$ cat src/rtl/tlre_pkg.sv
package tlre_pkg;

    // fixed widths of the stream fields
    localparam int FIELD_W   = 16;
    localparam int S_TDATA_W = 32;
    localparam int SUM_W     = 32;
    localparam int M_TDATA_W = 32;
    localparam int M_TUSER_W = 1;

    typedef enum logic [2:0] {
        E_IDLE,
        E_SQX,
        E_SQY,
        E_SUM,
        E_ROOT,
        E_DONE
    } edge_state_t;

    typedef enum logic [1:0] {
        T_IDLE,
        T_EDGE1,
        T_EDGE2,
        T_EMIT
    } top_state_t;

endpackage

$ cat src/rtl/tour_length_rounded_euclid.sv
// Sums a closed tour with edges rounded to the nearest integer. Cities come in visiting
// order, one transfer each, tlast on the final city; that transfer yields one result
// carrying the total including the closing edge, saturated at all ones with the overflow
// flag in m_tuser. The first city of a tour is only stored; a one-city tour then loads its
// result. Every later city runs one edge through the digit-serial root unit, which retires
// one root bit per cycle; the last city adds a second, closing edge and then loads the
// result, later while the previous result waits. Coordinates above COORD_BITS bits are
// masked off.
module tour_length_rounded_euclid #(
    parameter int COORD_BITS = 16
) (
    input  logic                               aclk,
    input  logic                               aresetn,
    input  logic                               s_tvalid,
    output logic                               s_tready,
    input  logic [tlre_pkg::S_TDATA_W-1:0]     s_tdata,  // x_coord, y_coord
    input  logic                               s_tlast,  // is_last
    output logic                               m_tvalid,
    input  logic                               m_tready,
    output logic [tlre_pkg::M_TDATA_W-1:0]     m_tdata,  // tour_length
    output logic [tlre_pkg::M_TUSER_W-1:0]     m_tuser   // overflowed
);
    import tlre_pkg::*;

    localparam int CW = (COORD_BITS < FIELD_W) ? COORD_BITS : FIELD_W;

    top_state_t state_reg, state_next;

    logic [CW-1:0]    first_x_reg, first_y_reg, prev_x_reg, prev_y_reg;
    logic [SUM_W-1:0] sum_reg;
    logic             sat_reg;
    logic             in_tour_reg;
    logic             last_reg;
    logic             m_tvalid_reg;
    logic [SUM_W-1:0] m_sum_reg;
    logic             m_ovf_reg;

    logic [CW-1:0]    in_x, in_y;
    logic [CW-1:0]    bx, by;
    logic             accept;
    logic             edge_start;
    logic             edge_done;
    logic [CW:0]      edge_dist;
    logic             load;
    logic [SUM_W:0]   sum_add;

    assign in_x   = s_tdata[CW-1:0];
    assign in_y   = s_tdata[FIELD_W +: CW];
    assign accept = s_tvalid && s_tready;

    // new city against the previous one, then the closing edge against the first
    assign bx = (state_reg == T_IDLE) ? in_x : first_x_reg;
    assign by = (state_reg == T_IDLE) ? in_y : first_y_reg;

    assign sum_add = {1'b0, sum_reg} + (SUM_W + 1)'(edge_dist);

    tlre_edge #(
        .CW (CW)
    ) u_edge (
        .aclk    (aclk),
        .aresetn (aresetn),
        .start   (edge_start),
        .ax      (prev_x_reg),
        .ay      (prev_y_reg),
        .bx      (bx),
        .by      (by),
        .done    (edge_done),
        .seg_len (edge_dist)
    );

    always_ff @(posedge aclk) begin
        if (!aresetn) begin
            state_reg <= T_IDLE;
        end else begin
            state_reg <= state_next;
        end
    end

    always_comb begin
        state_next = state_reg;
        s_tready   = 1'b0;
        edge_start = 1'b0;
        load       = 1'b0;
        case (state_reg)
            T_IDLE: begin
                s_tready = 1'b1;
                if (s_tvalid) begin
                    if (in_tour_reg) begin
                        edge_start = 1'b1;
                        state_next = T_EDGE1;
                    end else if (s_tlast) begin
                        // single city: closing edge is zero
                        state_next = T_EMIT;
                    end
                end
            end
            T_EDGE1: begin
                if (edge_done) begin
                    if (last_reg) begin
                        edge_start = 1'b1;
                        state_next = T_EDGE2;
                    end else begin
                        state_next = T_IDLE;
                    end
                end
            end
            T_EDGE2: begin
                if (edge_done) state_next = T_EMIT;
            end
            T_EMIT: begin
                if (!m_tvalid_reg || m_tready) begin
                    load       = 1'b1;
                    state_next = T_IDLE;
                end
            end
            default: state_next = T_IDLE;
        endcase
    end

    always_ff @(posedge aclk) begin
        if (!aresetn) begin
            in_tour_reg  <= 1'b0;
            sum_reg      <= '0;
            sat_reg      <= 1'b0;
            prev_x_reg   <= '0;
            prev_y_reg   <= '0;
            first_x_reg  <= '0;
            first_y_reg  <= '0;
            last_reg     <= 1'b0;
            m_tvalid_reg <= 1'b0;
        end else begin
            if (accept) begin
                prev_x_reg <= in_x;
                prev_y_reg <= in_y;
                last_reg   <= s_tlast;
                if (!in_tour_reg) begin
                    first_x_reg <= in_x;
                    first_y_reg <= in_y;
                    in_tour_reg <= 1'b1;
                end
            end
            if (edge_done && (state_reg == T_EDGE1 || state_reg == T_EDGE2)) begin
                if (sum_add[SUM_W]) begin
                    sum_reg <= '1;
                    sat_reg <= 1'b1;
                end else begin
                    sum_reg <= sum_add[SUM_W-1:0];
                end
            end
            if (load) begin
                in_tour_reg <= 1'b0;
                sum_reg     <= '0;
                sat_reg     <= 1'b0;
                prev_x_reg  <= '0;
                prev_y_reg  <= '0;
                first_x_reg <= '0;
                first_y_reg <= '0;
                last_reg    <= 1'b0;
            end
            if (load) begin
                m_tvalid_reg <= 1'b1;
            end else if (m_tready) begin
                m_tvalid_reg <= 1'b0;
            end
        end
    end

    always_ff @(posedge aclk) begin
        if (load) begin
            m_sum_reg <= sum_reg;
            m_ovf_reg <= sat_reg;
        end
    end

    assign m_tvalid = m_tvalid_reg;
    assign m_tdata  = m_sum_reg;
    assign m_tuser  = M_TUSER_W'(m_ovf_reg);

`ifndef SYNTHESIS
    a_done_in_edge_state: assert property (@(posedge aclk) disable iff (!aresetn)
        edge_done |-> (state_reg == T_EDGE1 || state_reg == T_EDGE2))
        else $error("edge unit finished while no edge was pending");

    a_sat_clamped: assert property (@(posedge aclk) disable iff (!aresetn)
        sat_reg |-> (sum_reg == '1))
        else $error("saturation flag set but sum not clamped");

    a_out_flag_clamped: assert property (@(posedge aclk) disable iff (!aresetn)
        (m_tvalid && m_tuser[0]) |-> (m_tdata == '1))
        else $error("overflow reported with a sum below maximum");

    a_edge_busy_no_accept: assert property (@(posedge aclk) disable iff (!aresetn)
        (state_reg == T_EDGE1 || state_reg == T_EDGE2) |-> !s_tready)
        else $error("input taken while an edge is in flight");
`endif

endmodule

$ cat src/rtl/tlre_edge.sv
module tlre_edge #(
    parameter int CW = 16
) (
    input  logic          aclk,
    input  logic          aresetn,
    input  logic          start,
    input  logic [CW-1:0] ax,
    input  logic [CW-1:0] ay,
    input  logic [CW-1:0] bx,
    input  logic [CW-1:0] by,
    output logic          done,
    output logic [CW:0]   seg_len
);
    import tlre_pkg::*;

    localparam int RW    = CW + 1;
    localparam int RAD_W = 2 * RW;
    localparam int REM_W = RW + 2;
    localparam int SH_W  = REM_W + 2;
    localparam int CNT_W = $clog2(RW);

    edge_state_t state_reg, state_next;

    logic [CW-1:0]    dx_reg, dy_reg;
    logic [2*CW-1:0]  prod_reg;
    logic [RAD_W-1:0] rad_reg;
    logic [REM_W-1:0] rem_reg;
    logic [RW-1:0]    root_reg;
    logic [CNT_W-1:0] cnt_reg;

    logic             ready;
    logic [SH_W-1:0]  rem_sh;
    logic [SH_W-1:0]  trial;
    logic             fits;

    assign ready  = (state_reg == E_IDLE) || (state_reg == E_DONE);
    // bring down the next two radicand bits
    assign rem_sh = {rem_reg, rad_reg[RAD_W-1 -: 2]};
    assign trial  = SH_W'({root_reg, 2'b01});
    assign fits   = (rem_sh >= trial);

    always_ff @(posedge aclk) begin
        if (!aresetn) begin
            state_reg <= E_IDLE;
        end else begin
            state_reg <= state_next;
        end
    end

    always_comb begin
        state_next = state_reg;
        case (state_reg)
            E_IDLE: begin
                if (start) state_next = E_SQX;
            end
            E_SQX:  state_next = E_SQY;
            E_SQY:  state_next = E_SUM;
            E_SUM:  state_next = E_ROOT;
            E_ROOT: begin
                if (cnt_reg == '0) state_next = E_DONE;
            end
            E_DONE: begin
                state_next = start ? E_SQX : E_IDLE;
            end
            default: state_next = E_IDLE;
        endcase
    end

    always_ff @(posedge aclk) begin
        if (ready && start) begin
            dx_reg <= (ax >= bx) ? ax - bx : bx - ax;
            dy_reg <= (ay >= by) ? ay - by : by - ay;
        end
        case (state_reg)
            E_SQX: begin
                prod_reg <= dx_reg * dx_reg;
            end
            E_SQY: begin
                prod_reg <= dy_reg * dy_reg;
                rad_reg  <= RAD_W'(prod_reg);
            end
            E_SUM: begin
                rad_reg  <= rad_reg + RAD_W'(prod_reg);
                rem_reg  <= '0;
                root_reg <= '0;
                cnt_reg  <= CNT_W'(RW - 1);
            end
            E_ROOT: begin
                // one root bit per cycle, restoring
                rad_reg <= {rad_reg[RAD_W-3:0], 2'b00};
                cnt_reg <= cnt_reg - 1'b1;
                if (fits) begin
                    rem_reg  <= REM_W'(rem_sh - trial);
                    root_reg <= {root_reg[RW-2:0], 1'b1};
                end else begin
                    rem_reg  <= REM_W'(rem_sh);
                    root_reg <= {root_reg[RW-2:0], 1'b0};
                end
            end
            default: ;
        endcase
    end

    // round to nearest: remainder above the root means the next integer is closer
    assign done    = (state_reg == E_DONE);
    assign seg_len = (rem_reg > REM_W'(root_reg)) ? root_reg + 1'b1 : root_reg;

endmodule

$ cat config.mk
export PLATFORM = sky130hd
export DESIGN_NAME = tour_length_rounded_euclid
export DESIGN_NICKNAME = d
export VERILOG_FILES = /design/src/rtl/tlre_pkg.sv /design/src/rtl/tour_length_rounded_euclid.sv /design/src/rtl/tlre_edge.sv
export SDC_FILE = /design/constraint.sdc
export NUM_CORES = 2
export LEC_CHECK = 0
export BUFFER_PORTS_ARGS = -buffer_cell sky130_fd_sc_hd__buf_2
export CORE_ASPECT_RATIO = 0.7
export CORE_MARGIN = 2
export CORE_UTILIZATION = 50
export CTS_BUF_LIST = sky130_fd_sc_hd__clkbuf_8
export DETAILED_ROUTE_END_ITERATION = 12
export HOLD_SLACK_MARGIN = 0.15
export PLACE_DENSITY = 0.72
export SLEW_MARGIN = 20
export SYNTH_ARGS = -nofsm -noshare
export SYNTH_HDL_FRONTEND = slang
export SYNTH_SLANG_ARGS = --single-unit
$ cat constraint.sdc
create_clock -name aclk -period 8 [get_ports aclk]
set_input_delay 0.8 -clock aclk [delete_from_list [all_inputs] [get_ports aclk]]
set_output_delay 0.8 -clock aclk [all_outputs]
set_load 0.01 [all_outputs]
==> results.txt <==
* Result of the run: completed
- STA puts the critical path data required time at 8370 ps.
- The global routing stage identified its most utilized layer as met1.
- The cell area that synthesis handed to floorplanning was 31,900 um^2.
* Proportion of register bits with asynchronous set or reset after synthesis: 0%
* Largest cells by area after synthesis: fa_1, edfxtp_1, ha_1
- Die X: between 300 and 400 um
- Type of the most critical hold path: in -> reg
* Min cycle time layout: around 7100 ps
- Summed over all layers, the routed wires come to 74,000 um.
- Final RePlAce weighted congestion: just over 0.9
- Global routing used 22.7% of the available tracks.
- Num CTS Buffers: 47
- Dividing the detail-routed wire length by the instance count gives 16.8 um.
* Final setup violating endpoints: 0
* Most Frequent Cell on Critical Path: fa_1
- Hold Buf Count CTS: 0
* GR Overflow Total: 0
- After synthesis, the mean cell area works out to 9.08 um^2.
- The worst setup path is captured at a flop.
- Via total after detailed routing: 23,900
- Flops & latches, synth: approximately 280
* Number of warnings issued by yosys: 0
- Family with the most delay on the worst path: adder cells
- The register with the most flip-flops in the layout has 34 of them.
* Compound-gate portion of the synthesized area: 13.6%
- Among all flip-flop cells after synthesis, the most frequent one is edfxtp_1.
- In the global route stage, met1 resource usage came out at between 30% and 40%.
- Number of antenna-violating nets in the routed design: 0
* Layout area overhead: 7.06%
- Fraction of final layout cells with drive strength greater than 1: under 10%
- In the routed design, unresolved DRC markers number 0.
* Setup repair after global routing missed its margin: no
- GR met3 Demand/Resource: 6.19%
- After Yosys synthesis, full adders, half adders and majority gates account for 34.4% of the synthesized area.
- Boundary pin count: just over 70
- Post-CTS timing repair inserted 0 buffers for setup.
* Max clock buf depth: 3
- CTS clk-pin slew, worst paths: 70 ps
- After Yosys synthesis, and, or, nand and nor cells account for approximately an eighth of the synthesized area.
- The tree is rooted in a clkbuf_8.
- Clock tree from TritonCTS: done
- At the end of the flow, the number of nets in the layout was between 4,000 and 5,000.
- Worst-case headroom to the max-slew limit: 38.8%
- Cell with the biggest individual delay on the critical path: edfxtp_1
- The synthesized design spends more area on one cell type than any other, namely fa_1.
* Rows: a little under 80
* Resized Gates After CTS: 0
* Number of port buffers: 71
- Multiplexer share of the synthesized area: 2.39%
- Via density per instance: 5.43
- Endpoint arrival time on the critical path: 7510 ps
* Ordered cell list for the critical path: nand2_1 > fa_1 > inv_1 > fa_1 > fa_1 > fa_1 > fa_1 > inv_1 > fa_1 > inv_1 > ha_1 > and4_1 > and4_1 > a22oi_1 > a31oi_1 > a221oi_1 > nor2b_1 > nand2_1 > o211ai_2 > xnor2_1 > a211o_1
* Share of the synthesized netlist area taken by xor and xnor gates: 4.84%
* Fmax: 140 MHz
- The tree built by TritonCTS fans out to 276 sinks.
- The HPWL after detailed placement is 58,700 um.
* H-tree level count: 2
* Number of buffer and inverter instances along the worst setup path: 3
- After technology mapping, the gate count stands at 3,510.
- The clock reaches the later pin of the worst-skew pair after 650 ps.
* Largest incremental delay on the critical path: 820 ps
- In the finished design, the share of the clock period the worst path needs comes to 89.3%.
- Die H: 215 um
* Synth unique cells: 96
- Final sum of negative setup slack: 0 ps
- 0 antenna diodes ended up in the layout.
- Sequential elements use 22.7% of the synthesized area.
* Largest net degree at the start of global routing: 75
- Combinational family with the most area after synthesis: adder cells
- Count of maximum capacitance violations: 0
- Number of enable flip-flop cells after synthesis: around 170
- Initial antenna violation count: 0
- GR Util met2: a little under a third
- First-pass GRT wire length: approximately 120,000 um
- Starting density of the core: just over 50%
- CP Class: reg -> reg
* Fin Clk Skew: 32.0 ps
- The number of global-route vias before repair was 23,300.
- The floorplan step defined a die boundary enclosing between 60,000 and 70,000 um^2.
* Number of endpoints with negative hold slack in the final report: 0
- Before antenna repair, the detailed router went through 6 iterations.
- For this block, the initial DRC count from the detailed router was 2,119.
- The region available for standard cell placement spans 63,100 um^2.
- The number of nets in the synthesized netlist is 4,223.
- In this run the worst path has a maximum fanout of 18.
- The worst setup path is launched from a flop.
* Count of pins over their slew limit: 0
- Worst-margin pin slew: between 900 and 1000 ps
- Summed over its instances, the top area cell type makes up 20.9% of the synthesized netlist area.
==> per-stage QoR <==
stage | utilization, % | instances | setup slack, ps | hold WS [ps] | instance area (um^2)
floorplan | - | 3510 | 1370 | 408 | 31900
global placement | 52.2 | 4316 | 1130 | 417 | 33000
detailed placement | 52.2 | 4316 | 984 | 418 | 33000
CTS | 54.0 | 4404 | 929 | 362 | 34100
global route | 54.0 | 4405 | 583 | 391 | 34100
finish | 54.0 | 4405 | 858 | 409 | 34100
==> cells in the mapped netlist (all sizes together), types with 5 or more instances <==
cell type    n
or3          8
nand3       37
mux2         9
o21bai      31
a211o        5
edfxtp     171
buf         16
nor2b       23
nand4       22
a31oi       23
o21a        22
inv        630
dfxtp      105
o21ai      140
a21boi       9
and4         6
fa         333
a21o        82
or2         10
xnor2      119
and2       112
a22oi       31
clkbuf     100
mux2i       66
nor4         8
nor3        30
ha         343
o31ai       10
nand2      378
nor3b        7
a2111oi      7
nand2b      23
a221oi       7
a31o         8
o211ai      10
xor2        57
nor2       171
and3        23
a211oi      25
a21oi      235
==> cells in the final DEF, fill, tap and decap left out, types with 34 or more instances in the layout <==
cell	synthesis	routed
dfxtp_1	105	105
nand2_1	377	376
a21oi_1	232	232
buf_2	12	72
ha_1	343	342
xor2_1	57	57
edfxtp_1	171	171
nor2_1	171	167
inv_1	630	638
a21o_1	80	80
nand3_1	34	34
and2_1	110	110
clkbuf_8	1	55
fa_1	333	333
mux2i_1	66	66
o21ai_0	116	116
xnor2_1	119	119
==> worst paths after layout <==
path,startpoint,to,slack [ps],cells past startpoint
setup reg to reg,u_edge.dx_reg[4]$_DFFE_PP_,u_edge.prod_reg[31]$_DFFE_PP_,860,21
hold / removal,s_tdata[16],first_y_reg[0]$_SDFFE_PP0P_,410,3
setup / recovery,u_edge.dx_reg[4]$_DFFE_PP_,u_edge.prod_reg[31]$_DFFE_PP_,860,21
hold reg to reg,sat_reg$_SDFFE_PP0P_,m_tuser$_DFFE_PP_,430,0
==> logic make-up (layout without fill, tap and decap cells) <==
family                   count (synthesis)  after routing
buffers and inverters                  747            813
AO/OA/AOI/OAI                          686            686
AND/OR/NAND/NOR                        874            874
adder cells (fa/ha/maj)                676            676
flip-flops                             276            276
multiplexers                            75             75
XOR/XNOR                               176            176
==> final cells by class <==
type	count	area, um^2
tap	829	1040
clock inverter	33	390
fill	5653	29000
multi-input combinational	2487	21800
clock buffer	55	757
sequential	276	7240
inverter	630	2360
timing repair buffer	95	533
==> routing by layer <==
layer | vias up | share of wire (%)
met4 | 0 | 1.3
met2 | 779 | 39
met5 | - | 0
li1 | 11600 | -
met1 | 11400 | 51
met3 | 75 | 9.1
==> tightest hold or removal path: stages <==
cell     delay [ps]
buf_2           110
nand2_1          50
a21oi_1          50
Power is left out: the tool's default activity adds up to more than one toggle a clock period on the data nets, which glitch-free logic cannot reach.
